$ cat src/hw/rtl/gregorian_date_arithmetic_core_defines.svh
// Assertion macros shared by the date arithmetic core.
`ifndef GREGORIAN_DATE_ARITHMETIC_CORE_DEFINES_SVH
`define GREGORIAN_DATE_ARITHMETIC_CORE_DEFINES_SVH

// The consequent must hold in the same cycle as the antecedent.
`define GDAC_ASSERT_SAME(label, clk, rst, ante, cons, msg) \
   label: assert property (@(posedge clk) disable iff (rst) (ante) |-> (cons)) \
      else $error(msg);

// The consequent must hold in the cycle after the antecedent.
`define GDAC_ASSERT_NEXT(label, clk, rst, ante, cons, msg) \
   label: assert property (@(posedge clk) disable iff (rst) (ante) |=> (cons)) \
      else $error(msg);

`endif

$ cat src/hw/rtl/gdac_pkg.sv
package gdac_pkg;

   // Field widths of the request and response beats.
   localparam int MODE_W  = 3;
   localparam int DAY_W   = 5;
   localparam int MONTH_W = 4;
   localparam int YEAR_W  = 14;
   localparam int COUNT_W = 22;
   localparam int DOY_W   = 9;
   localparam int LEAPS_W = 12;
   localparam int INDEX_W = 23;
   localparam int LIMIT_W = 16;

   localparam int MAX_YEAR_DEFAULT = 9999;

   localparam logic [DOY_W-1:0]   DAYS_PER_YEAR = 9'd365;
   localparam logic [MONTH_W-1:0] MONTHS_PER_YEAR = 4'd12;
   localparam logic [COUNT_W-1:0] COUNT_MAX = 22'h3FFFFF;

   // Reciprocal of 25 scaled by 2^17, exact for inputs below 4096.
   localparam logic [12:0] RECIP_25 = 13'd5243;
   // Reciprocal of 7 scaled by 2^11, exact for inputs below 373.
   localparam logic [8:0]  RECIP_7 = 9'd293;

   typedef enum logic [MODE_W-1:0] {
      MODE_NEXT     = 3'd0,
      MODE_PREV     = 3'd1,
      MODE_DOY      = 3'd2,
      MODE_WEEK     = 3'd3,
      MODE_ANNIV    = 3'd4,
      MODE_SPAN     = 3'd5,
      MODE_VALIDATE = 3'd6
   } mode_type;

   typedef struct packed {
      logic [MODE_W-1:0]  mode;
      logic [DAY_W-1:0]   day;
      logic [MONTH_W-1:0] month;
      logic [YEAR_W-1:0]  year;
      logic [DAY_W-1:0]   other_day;
      logic [MONTH_W-1:0] other_month;
      logic [YEAR_W-1:0]  other_year;
   } req_beat_type;

   typedef struct packed {
      logic [DAY_W-1:0]   res_day;
      logic [MONTH_W-1:0] res_month;
      logic [YEAR_W-1:0]  res_year;
      logic [COUNT_W-1:0] count;
      logic               flag;
   } rsp_beat_type;

   // Days in the months before the given month of a common year.
   function automatic logic [DOY_W-1:0] days_before(input logic [MONTH_W-1:0] m);
      logic [DOY_W-1:0] r;
      unique case (m)
         4'd1:    r = 9'd0;
         4'd2:    r = 9'd31;
         4'd3:    r = 9'd59;
         4'd4:    r = 9'd90;
         4'd5:    r = 9'd120;
         4'd6:    r = 9'd151;
         4'd7:    r = 9'd181;
         4'd8:    r = 9'd212;
         4'd9:    r = 9'd243;
         4'd10:   r = 9'd273;
         4'd11:   r = 9'd304;
         4'd12:   r = 9'd334;
         default: r = 9'd0;
      endcase
      return r;
   endfunction

   // Length of a month; February grows by one in leap years.
   function automatic logic [DAY_W-1:0] month_length(input logic [MONTH_W-1:0] m,
                                                     input logic leap);
      logic [DAY_W-1:0] r;
      unique case (m)
         4'd2:                      r = leap ? 5'd29 : 5'd28;
         4'd4, 4'd6, 4'd9, 4'd11:   r = 5'd30;
         default:                   r = 5'd31;
      endcase
      return r;
   endfunction

   // Quotient of a 12-bit value by 25 through a scaled reciprocal.
   function automatic logic [7:0] div25(input logic [11:0] x);
      logic [24:0] p;
      p = 25'(x) * 25'(RECIP_25);
      return p[24:17];
   endfunction

   // Gregorian leap rule: y/4 is split into hundreds and a remainder below 25.
   function automatic logic is_leap(input logic [YEAR_W-1:0] y);
      logic [7:0]  q;
      logic [11:0] r;
      q = div25(y[YEAR_W-1:2]);
      r = y[YEAR_W-1:2] - 12'(q) * 12'd25;
      return (y[1:0] == 2'b00) && ((r != 12'd0) || (q[1:0] == 2'b00));
   endfunction

   // Number of leap years in [0, y).
   function automatic logic [LEAPS_W-1:0] leaps_before(input logic [YEAR_W-1:0] y);
      logic [YEAR_W-1:0] ym;
      logic [12:0]       sum;
      ym  = y - 14'd1;
      sum = {1'b0, ym[YEAR_W-1:2]} - 13'(div25(ym[YEAR_W-1:2]))
            + 13'(div25({2'b00, ym[YEAR_W-1:4]})) + 13'd1;
      return (y == '0) ? '0 : sum[LEAPS_W-1:0];
   endfunction

   // Day of year, 1-based; the month must lie in 1..12.
   function automatic logic [DOY_W-1:0] day_of_year(input logic [DAY_W-1:0] d,
                                                    input logic [MONTH_W-1:0] m,
                                                    input logic leap);
      logic bump;
      bump = leap && (m > 4'd2);
      return days_before(m) + DOY_W'(d) + DOY_W'(bump);
   endfunction

   // Day number, counted from 1 on the first day of year zero.
   function automatic logic [INDEX_W-1:0] day_index(input logic [DAY_W-1:0] d,
                                                    input logic [MONTH_W-1:0] m,
                                                    input logic [YEAR_W-1:0] y,
                                                    input logic leap);
      logic [INDEX_W-1:0] base;
      base = INDEX_W'(y) * INDEX_W'(DAYS_PER_YEAR);
      return base + INDEX_W'(leaps_before(y)) + INDEX_W'(day_of_year(d, m, leap));
   endfunction

endpackage

$ cat src/hw/rtl/gdac_stream_if.sv
// Valid/ready channel carrying one beat of the given payload type.
interface gdac_stream_if #(
   parameter type payload_type = logic
);
   logic        valid;
   logic        ready;
   payload_type data;

   modport source (output valid, output data, input ready);
   modport sink (input valid, input data, output ready);
endinterface

$ cat src/hw/rtl/gdac_calc.sv
// Date evaluation for one request beat, purely combinational.
module gdac_calc #(
   parameter int MAX_YEAR = gdac_pkg::MAX_YEAR_DEFAULT
) (
   input  gdac_pkg::req_beat_type req,
   output gdac_pkg::rsp_beat_type rsp
);

   localparam logic [gdac_pkg::LIMIT_W-1:0] MaxYear = gdac_pkg::LIMIT_W'(MAX_YEAR);

   logic [gdac_pkg::YEAR_W-1:0]  year_next;
   logic [gdac_pkg::YEAR_W-1:0]  year_prev;
   logic [gdac_pkg::MONTH_W-1:0] month_prev;
   logic                         leap_pri;
   logic                         leap_next;
   logic                         leap_oth;
   logic [gdac_pkg::DAY_W-1:0]   len_pri;
   logic [gdac_pkg::DAY_W-1:0]   len_prev;
   logic [gdac_pkg::DAY_W-1:0]   len_oth;
   logic [gdac_pkg::DAY_W-1:0]   len_anniv;
   logic                         pri_ok;
   logic                         oth_ok;
   logic                         anniv_ok;
   logic                         at_max_year;
   logic [gdac_pkg::DOY_W-1:0]   doy_pri;
   logic [gdac_pkg::DOY_W-1:0]   doy_anniv;
   logic [gdac_pkg::DOY_W-1:0]   doy_anniv_next;
   logic [gdac_pkg::DOY_W-1:0]   week_sum;
   logic [17:0]                  week_prod;
   logic [9:0]                   anniv_wrap;
   logic [gdac_pkg::INDEX_W-1:0] idx_pri;
   logic [gdac_pkg::INDEX_W-1:0] idx_oth;
   logic [gdac_pkg::INDEX_W-1:0] span;
   logic [gdac_pkg::DAY_W-1:0]   rd;
   logic [gdac_pkg::MONTH_W-1:0] rm;
   logic [gdac_pkg::YEAR_W-1:0]  ry;
   logic [gdac_pkg::COUNT_W-1:0] cnt;
   logic                         bad;

   // Leap flags and month lengths for both dates.
   assign year_next  = req.year + 14'd1;
   assign year_prev  = req.year - 14'd1;
   assign month_prev = req.month - 4'd1;
   assign leap_pri   = gdac_pkg::is_leap(req.year);
   assign leap_next  = gdac_pkg::is_leap(year_next);
   assign leap_oth   = gdac_pkg::is_leap(req.other_year);
   assign len_pri    = gdac_pkg::month_length(req.month, leap_pri);
   assign len_prev   = gdac_pkg::month_length(month_prev, leap_pri);
   assign len_oth    = gdac_pkg::month_length(req.other_month, leap_oth);
   assign len_anniv  = gdac_pkg::month_length(req.other_month, 1'b1);

   // Validity checks; an anniversary ignores its year and allows the 29th of February.
   assign pri_ok = ({2'b00, req.year} <= MaxYear) && (req.month >= 4'd1)
                   && (req.month <= gdac_pkg::MONTHS_PER_YEAR)
                   && (req.day >= 5'd1) && (req.day <= len_pri);
   assign oth_ok = ({2'b00, req.other_year} <= MaxYear) && (req.other_month >= 4'd1)
                   && (req.other_month <= gdac_pkg::MONTHS_PER_YEAR)
                   && (req.other_day >= 5'd1) && (req.other_day <= len_oth);
   assign anniv_ok = (req.other_month >= 4'd1)
                     && (req.other_month <= gdac_pkg::MONTHS_PER_YEAR)
                     && (req.other_day >= 5'd1) && (req.other_day <= len_anniv);
   assign at_max_year = ({2'b00, req.year} >= MaxYear);

   // Day-of-year values, week number and the wrapped anniversary distance.
   assign doy_pri        = gdac_pkg::day_of_year(req.day, req.month, leap_pri);
   assign doy_anniv      = gdac_pkg::day_of_year(req.other_day, req.other_month, leap_pri);
   assign doy_anniv_next = gdac_pkg::day_of_year(req.other_day, req.other_month, leap_next);
   assign week_sum       = doy_pri + 9'd6;
   assign week_prod      = 18'(week_sum) * 18'(gdac_pkg::RECIP_7);
   assign anniv_wrap     = 10'(doy_anniv_next) + 10'(gdac_pkg::DAYS_PER_YEAR)
                           + 10'(leap_pri) - 10'(doy_pri);

   // Absolute distance between the two day indexes.
   assign idx_pri = gdac_pkg::day_index(req.day, req.month, req.year, leap_pri);
   assign idx_oth = gdac_pkg::day_index(req.other_day, req.other_month, req.other_year,
                                        leap_oth);
   assign span    = (idx_pri >= idx_oth) ? (idx_pri - idx_oth) : (idx_oth - idx_pri);

   // Mode selection.
   always_comb begin
      rd  = '0;
      rm  = '0;
      ry  = '0;
      cnt = '0;
      bad = !pri_ok;
      unique case (gdac_pkg::mode_type'(req.mode))
         gdac_pkg::MODE_NEXT: begin
            ry = req.year;
            if (req.day == len_pri) begin
               rd = 5'd1;
               if (req.month == gdac_pkg::MONTHS_PER_YEAR) begin
                  rm  = 4'd1;
                  ry  = year_next;
                  bad = bad || at_max_year;
               end else begin
                  rm = req.month + 4'd1;
               end
            end else begin
               rd = req.day + 5'd1;
               rm = req.month;
            end
         end
         gdac_pkg::MODE_PREV: begin
            ry = req.year;
            if (req.day == 5'd1) begin
               if (req.month == 4'd1) begin
                  rm  = gdac_pkg::MONTHS_PER_YEAR;
                  rd  = 5'd31;
                  ry  = year_prev;
                  bad = bad || (req.year == '0);
               end else begin
                  rm = month_prev;
                  rd = len_prev;
               end
            end else begin
               rd = req.day - 5'd1;
               rm = req.month;
            end
         end
         gdac_pkg::MODE_DOY: begin
            cnt = gdac_pkg::COUNT_W'(doy_pri);
         end
         gdac_pkg::MODE_WEEK: begin
            cnt = gdac_pkg::COUNT_W'(week_prod[17:11]);
         end
         gdac_pkg::MODE_ANNIV: begin
            bad = bad || !anniv_ok;
            if (doy_anniv >= doy_pri) begin
               cnt = gdac_pkg::COUNT_W'(doy_anniv - doy_pri);
            end else begin
               cnt = gdac_pkg::COUNT_W'(anniv_wrap);
            end
         end
         gdac_pkg::MODE_SPAN: begin
            bad = bad || !oth_ok;
            if (span > gdac_pkg::INDEX_W'(gdac_pkg::COUNT_MAX)) begin
               cnt = gdac_pkg::COUNT_MAX;
            end else begin
               cnt = span[gdac_pkg::COUNT_W-1:0];
            end
         end
         gdac_pkg::MODE_VALIDATE: begin
            cnt = '0;
         end
         default: begin
            bad = 1'b1;
         end
      endcase
   end

   // A flagged result carries zeros in every other field.
   always_comb begin
      rsp.flag      = bad;
      rsp.res_day   = bad ? '0 : rd;
      rsp.res_month = bad ? '0 : rm;
      rsp.res_year  = bad ? '0 : ry;
      rsp.count     = bad ? '0 : cnt;
   end

endmodule

$ cat src/hw/rtl/gregorian_date_arithmetic_core.sv
// Gregorian date arithmetic core.
// Requests arrive on req_ch (valid/ready); each beat holds a mode, a primary
// date and a second date. Every request beat yields exactly one response beat
// on rsp_ch with a result date, a count and an error flag, in request order.
// Modes: next day, previous day, day of year, week of year, days to the next
// anniversary of the second date, days between the dates, and validation.
// A request beat is captured in an input register; the date logic sits between
// that register and the response register, which holds the beat offered on
// rsp_ch; one beat is accepted every cycle while the sink keeps ready high.
// Throughput is set by the single response register: if the sink stalls while
// it is full, req_ch.ready drops in the same cycle; both keep their beats.
// Synchronous reset empties both registers; no response is pending afterward
// and the core can take a request in the first cycle after reset.
`include "gregorian_date_arithmetic_core_defines.svh"

module gregorian_date_arithmetic_core #(
   parameter int MAX_YEAR = gdac_pkg::MAX_YEAR_DEFAULT
) (
   input logic          clock,
   input logic          reset,
   gdac_stream_if.sink   req_ch,
   gdac_stream_if.source rsp_ch
);

   logic                   advance;
   logic                   req_valid_ff;
   logic                   req_valid_in;
   gdac_pkg::req_beat_type req_data_ff;
   logic                   rsp_valid_ff;
   logic                   rsp_valid_in;
   gdac_pkg::rsp_beat_type rsp_data_ff;
   gdac_pkg::rsp_beat_type rsp_data_in;
   logic                   beat_moves;
   logic                   beat_stalls;
   logic                   rsp_flagged;
   logic                   rsp_counted;
   logic                   rsp_date_zero;
   logic                   rsp_fields_zero;

   // The pipeline moves whenever the response register is empty or drained.
   assign advance      = !rsp_valid_ff || rsp_ch.ready;
   assign req_ch.ready = advance;
   assign req_valid_in = advance ? req_ch.valid : req_valid_ff;
   assign rsp_valid_in = advance ? req_valid_ff : rsp_valid_ff;

   // Input register.
   always_ff @(posedge clock) begin
      if (reset) begin
         req_valid_ff <= 1'b0;
      end else begin
         req_valid_ff <= req_valid_in;
      end
      if (advance && req_ch.valid) begin
         req_data_ff <= req_ch.data;
      end
   end

   // Date evaluation.
   gdac_calc #(
      .MAX_YEAR (MAX_YEAR)
   ) u_calc (
      .req (req_data_ff),
      .rsp (rsp_data_in)
   );

   // Response register.
   always_ff @(posedge clock) begin
      if (reset) begin
         rsp_valid_ff <= 1'b0;
      end else begin
         rsp_valid_ff <= rsp_valid_in;
      end
      if (advance && req_valid_ff) begin
         rsp_data_ff <= rsp_data_in;
      end
   end

   assign rsp_ch.valid = rsp_valid_ff;
   assign rsp_ch.data  = rsp_data_ff;

   // Terms used by the pipeline checks.
   assign beat_moves      = req_valid_ff && advance;
   assign beat_stalls     = req_valid_ff && !advance;
   assign rsp_flagged     = rsp_valid_ff && rsp_data_ff.flag;
   assign rsp_counted     = rsp_valid_ff && (rsp_data_ff.count != '0);
   assign rsp_date_zero   = (rsp_data_ff.res_day == '0) && (rsp_data_ff.res_month == '0)
                            && (rsp_data_ff.res_year == '0);
   assign rsp_fields_zero = rsp_date_zero && (rsp_data_ff.count == '0);

   // Checks on the internal pipeline.
   `GDAC_ASSERT_NEXT(a_beat_moves_on, clock, reset, beat_moves, rsp_valid_ff, "beat lost")
   `GDAC_ASSERT_NEXT(a_beat_held, clock, reset, beat_stalls, req_valid_ff, "beat dropped")
   `GDAC_ASSERT_SAME(a_flag_zeroes, clock, reset, rsp_flagged, rsp_fields_zero, "flag with data")
   `GDAC_ASSERT_SAME(a_date_or_count, clock, reset, rsp_counted, rsp_date_zero, "date and count")

endmodule

$ cat src/flat_wrapper.sv
// flat-port wrapper written by rule: the top's interface ports become plain ports
module gregorian_date_arithmetic_core_flat import gdac_pkg::*;
#(
   parameter int MAX_YEAR = gdac_pkg::MAX_YEAR_DEFAULT
)
  (clock, reset, req_ch_valid, req_ch_data, req_ch_ready, rsp_ch_valid, rsp_ch_data, rsp_ch_ready);
  gdac_stream_if #(.payload_type(req_beat_type)) req_ch_i ();
  gdac_stream_if #(.payload_type(rsp_beat_type)) rsp_ch_i ();
  input logic clock;
  input logic reset;
  input wire logic [$bits(req_ch_i.valid)-1:0] req_ch_valid;
  input wire logic [$bits(req_ch_i.data)-1:0] req_ch_data;
  output wire logic [$bits(req_ch_i.ready)-1:0] req_ch_ready;
  output wire logic [$bits(rsp_ch_i.valid)-1:0] rsp_ch_valid;
  output wire logic [$bits(rsp_ch_i.data)-1:0] rsp_ch_data;
  input wire logic [$bits(rsp_ch_i.ready)-1:0] rsp_ch_ready;
  assign req_ch_i.valid = req_ch_valid;
  assign req_ch_i.data = req_ch_data;
  assign req_ch_ready = req_ch_i.ready;
  assign rsp_ch_valid = rsp_ch_i.valid;
  assign rsp_ch_data = rsp_ch_i.data;
  assign rsp_ch_i.ready = rsp_ch_ready;
  gregorian_date_arithmetic_core #(.MAX_YEAR(MAX_YEAR)) u_core (.clock(clock), .reset(reset), .req_ch(req_ch_i), .rsp_ch(rsp_ch_i));
endmodule
$ cat config.mk
export PLATFORM = sky130hd
export DESIGN_NAME = gregorian_date_arithmetic_core_flat
export DESIGN_NICKNAME = d
export VERILOG_FILES = /design/src/hw/rtl/gdac_pkg.sv /design/src/hw/rtl/gdac_stream_if.sv /design/src/hw/rtl/gdac_calc.sv /design/src/hw/rtl/gregorian_date_arithmetic_core.sv /design/src/flat_wrapper.sv
export VERILOG_INCLUDE_DIRS = /design/src /design/src/hw/rtl
export SDC_FILE = /design/constraint.sdc
export NUM_CORES = 2
export LEC_CHECK = 0
export BUFFER_PORTS_ARGS = -buffer_cell sky130_fd_sc_hd__buf_2
export CORE_ASPECT_RATIO = 0.8
export CORE_MARGIN = 8
export CORE_UTILIZATION = 55
export DETAILED_ROUTE_END_ITERATION = 8
export PLACE_DENSITY = 0.79
export SLEW_MARGIN = 5
export SYNTH_ARGS = -nofsm -noshare
export SYNTH_HDL_FRONTEND = slang
export SYNTH_HIERARCHICAL = 1
export SYNTH_SLANG_ARGS = --single-unit
$ cat constraint.sdc
create_clock -name clock -period 24.2 [get_ports clock]
set_input_delay 1.21 -clock clock [delete_from_list [all_inputs] [get_ports clock]]
set_output_delay 1.21 -clock clock [all_outputs]
set_load 0.03 [all_outputs]
== After elaboration in Yosys (flattened, before gate mapping) ==
Memories as Yosys holds them, arrays and structs flattened. A register that Yosys moved wholly into a read port is not among the register bits.
Cells that the tools add are included.
W data, S select, Z words.
Cells by class
  reductions and logical operators: 48
  multiplexer cells: 36
  $add $sub $neg: 37
  multiply operators: 13
  order comparisons: 17
  equality and inequality tests: 25
Operator list (number)
  $mul A12 B13 Y25 const B: 5
  $pmux W22 S4: 1
  $mux W14: 4
  $add A23 B12 Y23: 2
  $add A23 B9 Y23: 2
  $mul A10 B13 Y23 const B: 2
  $mul A14 B9 Y23 const B: 2
  $sub A23 B23 Y23: 2
  $add A9 B1 Y9: 5
  $add A9 B5 Y9: 5
  $mux W22: 2
  $mul A8 B5 Y12 const B: 3
  $mux W4: 9
  $reduce_bool A12 Y1: 3
  $sub A12 B12 Y12: 3
  $eq A4 B4 Y1 const B: 7
  $le A14 B14 Y1 const B: 2
  $logic_not A14 Y1: 2
  $pmux W14 S2: 1
  $sub A14 B1 Y14 const B: 2
  $add A12 B1 Y12 const B: 2
  $add A12 B6 Y12: 2
  $eq A4 B3 Y1 const B: 6
  $mux W12: 2
  other kinds (43): 100
Storage, ports and cells
  ROM bits: 720
  logic and storage cells: 195
  memories: 5
  output and inout port bits: 48
  register bits after elaboration: 97
  input bits: 53
Memory list
  (name not given): words 16, width 9, rd ports 1, clocked after memory_dff 1, write ports 0, RTL line gdac_pkg.sv:56  | unique case (m)
  (name not given): words 16, width 9, rd ports 1, clocked after memory_dff 1, write ports 0, RTL line gdac_pkg.sv:56
  (name not given): words 16, width 9, rd ports 1, clocked after memory_dff 1, write ports 0, RTL line gdac_pkg.sv:56
  (name not given): words 16, width 9, rd ports 1, clocked after memory_dff 1, write ports 0, RTL line gdac_pkg.sv:56
  (name not given): words 16, width 9, rd ports 1, clocked after memory_dff 1, write ports 0, RTL line gdac_pkg.sv:56

== Logic depth before layout (Yosys ltp) ==
  depth in word-level cells: 15
  mapped depth: 76
  mapped depth without buffers: 74

== By module ==
Netlist, hierarchy kept.
Modules (own cells, without submodules)
  gdac_calc: area an instance 33554.7 sq um, seq. area each 0.0 sq um, cells each 3919, instances 1
  gregorian_date_arithmetic_core: area an instance 2945.3 sq um, seq. area each 2892.8 sq um, cells each 105, instances 1

== Least setup slack after synthesis ==
OpenSTA, ideal clock, no wires.
  kind: register -> register
  start: register u_core/req_data_ff[33] (netlist bit)
  end: register u_core.rsp_data_ff, in the netlist u_core/rsp_ch.data[12] (data pin)
  arrival time: 16191 ps
  cell stages (with the launch flop): 73
  slack: 7745 ps
  buffers on the path: 3
  data required time: 23936 ps
  library setup time: 264 ps
  clock period less this slack: 16455 ps
  path through: edfxtp_1 -> clkbuf_1 -> inv_1 -> fa_1 -> fa_1 -> fa_1 -> inv_1 -> fa_1 -> inv_1 -> fa_1 -> inv_1 -> ha_1 -> a21oi_1 -> o21a_1 -> nand2_1 -> o211ai_1 -> a21boi_0 -> o21a_1 -> (+37 left out) -> o41ai_1 -> o21bai_1 -> a21oi_1 -> xnor2_1 -> ha_1 -> buf_2 -> and2_1 -> nand2_1 -> o31ai_1 -> nand2_1 -> o21ai_2 -> a311o_2 -> mux2_1 -> a311o_2 -> xnor2_4 -> and2_4 -> buf_12 -> a21oi_2
On the way
  word-level cells in the longest chain between the ends: 15
  elaborated cells between the ends (all ways): 53
  those cells by class: add/sub: 13; mul: 5; order compare: 6; eq/ne: 1; mux: 12; reduce/logical: 16
RTL lines
  start, declared: RTL line gregorian_date_arithmetic_core.sv:28  | gdac_pkg::req_beat_type req_data_ff;
  start signal, assigned: RTL line gregorian_date_arithmetic_core.sv:54  | req_data_ff <= req_ch.data;
  branches (longest 15 deep; another with $mul A12 B13 Y25)
  end signal, assigned: RTL line gregorian_date_arithmetic_core.sv:74  | rsp_data_ff <= rsp_data_in;
  end, declared: RTL line gregorian_date_arithmetic_core.sv:31  | gdac_pkg::rsp_beat_type rsp_data_ff;
Parallel ways; which one is timed is not known.
A chain may end at the register's enable or synchronous reset.

== Final worst setup path ==
  start: register u_core/req_data_ff[33] (netlist bit)
  end: register u_core.rsp_data_ff, in the netlist u_core/rsp_ch.data[11] (data pin)
Same word-level chain as after synthesis.

==> results.py <==
metrics = {
    "worst_setup_path": {
        "timing.rr.end": "u_core/rsp_ch.data[11]",
        "crit_type": "reg -> reg",
        "reg2reg_from": "u_core/req_data_ff[33]",
        "worst-r2r-cell-count": 64,
        "required_ns": 24.33,
        "path_common_cell": "fa_1",
        "critical_path_arrival_ns": 19.58,
        "slowest_stage": "a311oi_2",
        "worstPathMaxFanout": 14,
        "cp-end-kind": "flop",
        "reg2reg_setup_slack_ns": 4.75,
        "crit_buf_inv": 6,
        "crit_path_start_kind": "flop",
        "path_delay_family": "adder cells",
        "max_stage_delay_ns": 1.02,
    },
    "synthesis": {
        "synth-seq-area-share_pct": 7.925,
        "synthTopCellsByArea": "ha_1 29%, fa_1 24%, inv_1 9.7%",
        "netlist_instances": 4024,
        "synth-seq-cells": 97,
        "synth_top_area_share_pct": 29.34,
        "synthesis.nets": 5374,
        "ys_types": 99,
        "synth_area_leader_cell": "ha_1",
        "synth_edf_count": 95,
        "syn_area_per_cell_um2": 9.071,
        "syn-cell-area_um2": 36500,
        "async_reset_ff_share_pct": 0,
        "synth-main-ff-cell": "edfxtp_1",
        "synth_warnings": 6,
    },
    "floorplan": {
        "dieWidth_um": 304.0,
        "core_region_area_um2": 65690,
        "io_pins": 101,
        "die_area_um2": 74920,
        "rows": 84,
        "start_util_pct": 55.57,
        "die_h_um": 246.4,
    },
    "drt": {
        "ant_nets": 0,
        "drt-pass1-iter-count": 8,
        "vias": 28095,
        "remaining_drc_errors": 0,
        "vias_per_cell": 5.656,
        "drt_iter0_drc": 2377,
        "wl_per_cell_um": 18.66,
        "routed_wl_um": 92700,
    },
    "min_path": {
        "hold_path.class": "reg -> reg",
        "hold_path_end": "u_core/rsp_ch.valid",
        "hp-start": "u_core/req_valid_ff",
        "hold_depth": 2,
    },
    "cells_and_area": {
        "fillers": 5587,
        "drive_above_1_share_pct": 5.284,
        "synthToLayoutAreaGrowth_pct": 4.940,
        "finalNetCount": 5452,
        "antenna_cells": 0,
        "final_cell_area_um2": 38300,
    },
    "clock_network": {
        "cts_root_buf": "clkbuf_16",
        "post_cts.repair.setup_buffers": 0,
        "cts_htree_levels": 3,
        "post_cts_resized": 0,
        "cts_made_buffers": 9,
        "cts_tree": "built",
        "path_clk_slew_ns": 0.09,
        "ctsHoldBuffers": 0,
        "clock-sinks": 97,
        "clock_latency_ns": 0.41,
        "clockBufferDepth": 2,
    },
    "global_route": {
        "grt_pass1_vias": 28166,
        "grt_antenna_before_repair": 2,
        "grt_overflow": 0,
        "grt_max_degree": 47,
        "grt_pass1_wl_um": 149300,
        "grt_util_all_layers_pct": 24.69,
    },
    "timing": {
        "final_max_slew_viol_count": 0,
        "finClkSkew_ns": 0.01780,
        "fin_tns_setup_ns": 0,
        "setup_viol": 0,
        "relSlewSlack_pct": 17.80,
        "fmax_mhz": 51.42,
        "tightest_slew_ns": 1.233,
        "rsz0062_at_grt": "false",
        "hold_viol_final": 0,
        "fin_crit_sh_pct": 80.36,
        "fin_crit_ns": 19.45,
    },
    "placement": {
        "dpl_cell_area_um2": 38000,
        "gp_congestion": 0.9812,
        "numPortBuffers": 100,
        "dp_hpwl_um": 80690,
    },
    "job": {
        "cap_viol_max_count": 0,
    },
    "status": {
        "outcome": "completed",
    },
}
==> tightest hold or removal path: cells and delay by family (launching register included) <==
kind | cells | cell delay [ns]
flops | 1 | 0.32
compound gates | 1 | 0.05
buf+inv | 1 | 0.05
==> through the flow <==
stage | setup slack (ns) | utilization [%] | hold slack (ns) | instances
finish | 4.754 | 58.31 | 0.4616 | 4967
global route | 3.692 | 58.31 | 0.4881 | 4967
CTS | 5.147 | 58.31 | 0.4669 | 4967
detailed placement | 5.316 | 57.84 | 0.4584 | 4951
global placement | 5.764 | 57.84 | 0.4422 | 4951
floorplan | 7.745 | - | 0.4234 | 4024
==> layout by cell type, fill, tap and decap left out, types with 8 or more instances in the layout <==
cell	count
fa_1	441
a211oi_1	14
inv_1	944
o21ai_0	122
nand3_1	62
a211o_1	8
nor2_1	184
nand2_1	162
ha_1	856
nor2b_1	41
and2_1	10
xnor2_1	168
and3_1	19
clkbuf_16	9
nor3_1	67
o21a_1	40
or2_2	15
o22ai_1	9
o21ai_1	8
xor2_1	71
a31oi_1	23
a21oi_2	13
a21o_1	65
o211ai_1	15
o31ai_1	8
mux2i_1	29
buf_4	27
nand2b_1	34
edfxtp_1	95
buf_2	100
nand4_1	35
or3_1	12
o21bai_1	32
a21oi_1	200
==> area by class of cell <==
class                      count  area (um^2)  share of cell area, %
clock buffer                   9        225.2                 0.5880
clock inverter                 7        81.33                 0.2123
inverter                     946         3551                  9.271
multi-input combinational   2921        29770                  77.73
sequential                    97         2893                  7.552
tap                          860         1076                  2.809
timing repair buffer         127        703.2                  1.836
==> cell usage after synthesis, drive strengths merged (6+ instances only) <==
library cell and n:
xnor2 169, o22ai 9, ha 856, a21o 65
a211o 8, nor4 8, nor2 184, buf 21
a2111oi 8, nand2b 34, o21bai 32, nor3 68
mux2 9, nand4 35, a22oi 6, a311oi 8
nand4b 6, or3 13, a31oi 23, nand3 62
o31ai 9, o2111ai 7, and2 14, fa 441
a211oi 14, and3 19, a31o 8, or2 16
nand2 162, o211ai 15, o41ai 7, o21a 41
nor2b 41, clkbuf 39, edfxtp 95, a41oi 7
xor2 71, a21oi 214, mux2i 29, a221oi 6
o21ai 132, inv 946
==> sequential cells by signal, summed over array words and instances, names as in the netlist <==
signal and count:
u_core/rsp_ch.data 46, u_core/req_valid_ff 1, u_core/rsp_ch.valid 1, u_core/req_data_ff 49
==> how the worst max path moves through the flow <==
stage,startpoint,end,cells after the start
after detailed placement,u_core/req_data_ff[33],u_core/rsp_ch.data[11],64
after global routing,u_core/req_data_ff[33],u_core/rsp_ch.data[11],63
after global placement,u_core/req_data_ff[31],u_core/rsp_ch.data[11],69
after floorplan,u_core/req_data_ff[33],u_core/rsp_ch.data[12],72
after CTS,u_core/req_data_ff[33],u_core/rsp_ch.data[11],64
final,u_core/req_data_ff[33],u_core/rsp_ch.data[11],64
==> routing by layer <==
layer,vias to the layer above,track usage (%),part of all wire [%]
li1,13429,-,-
met4,2,4.875,1.9
met5,-,0,0.015
met3,114,6.872,11
met1,13472,36.31,47
met2,1078,36.06,41
==> cells by family (layout without fill, tap and decap cells) <==
family                     Yosys count  after routing  synth area share, %
AOI/OAI and AO/OA                  657            657                11.81
xor gates and xnor gates           240            240                5.810
adders and majority gates         1297           1297                53.53
buffers and inverters             1006           1089                10.54
DFF                                 97             97                7.925
muxes                               38             38                1.083
and+or+nand+nor                    689            689                9.293
Power is not shown: default switching activity piles up to over one toggle a cycle in this logic, so the estimate is an artifact.
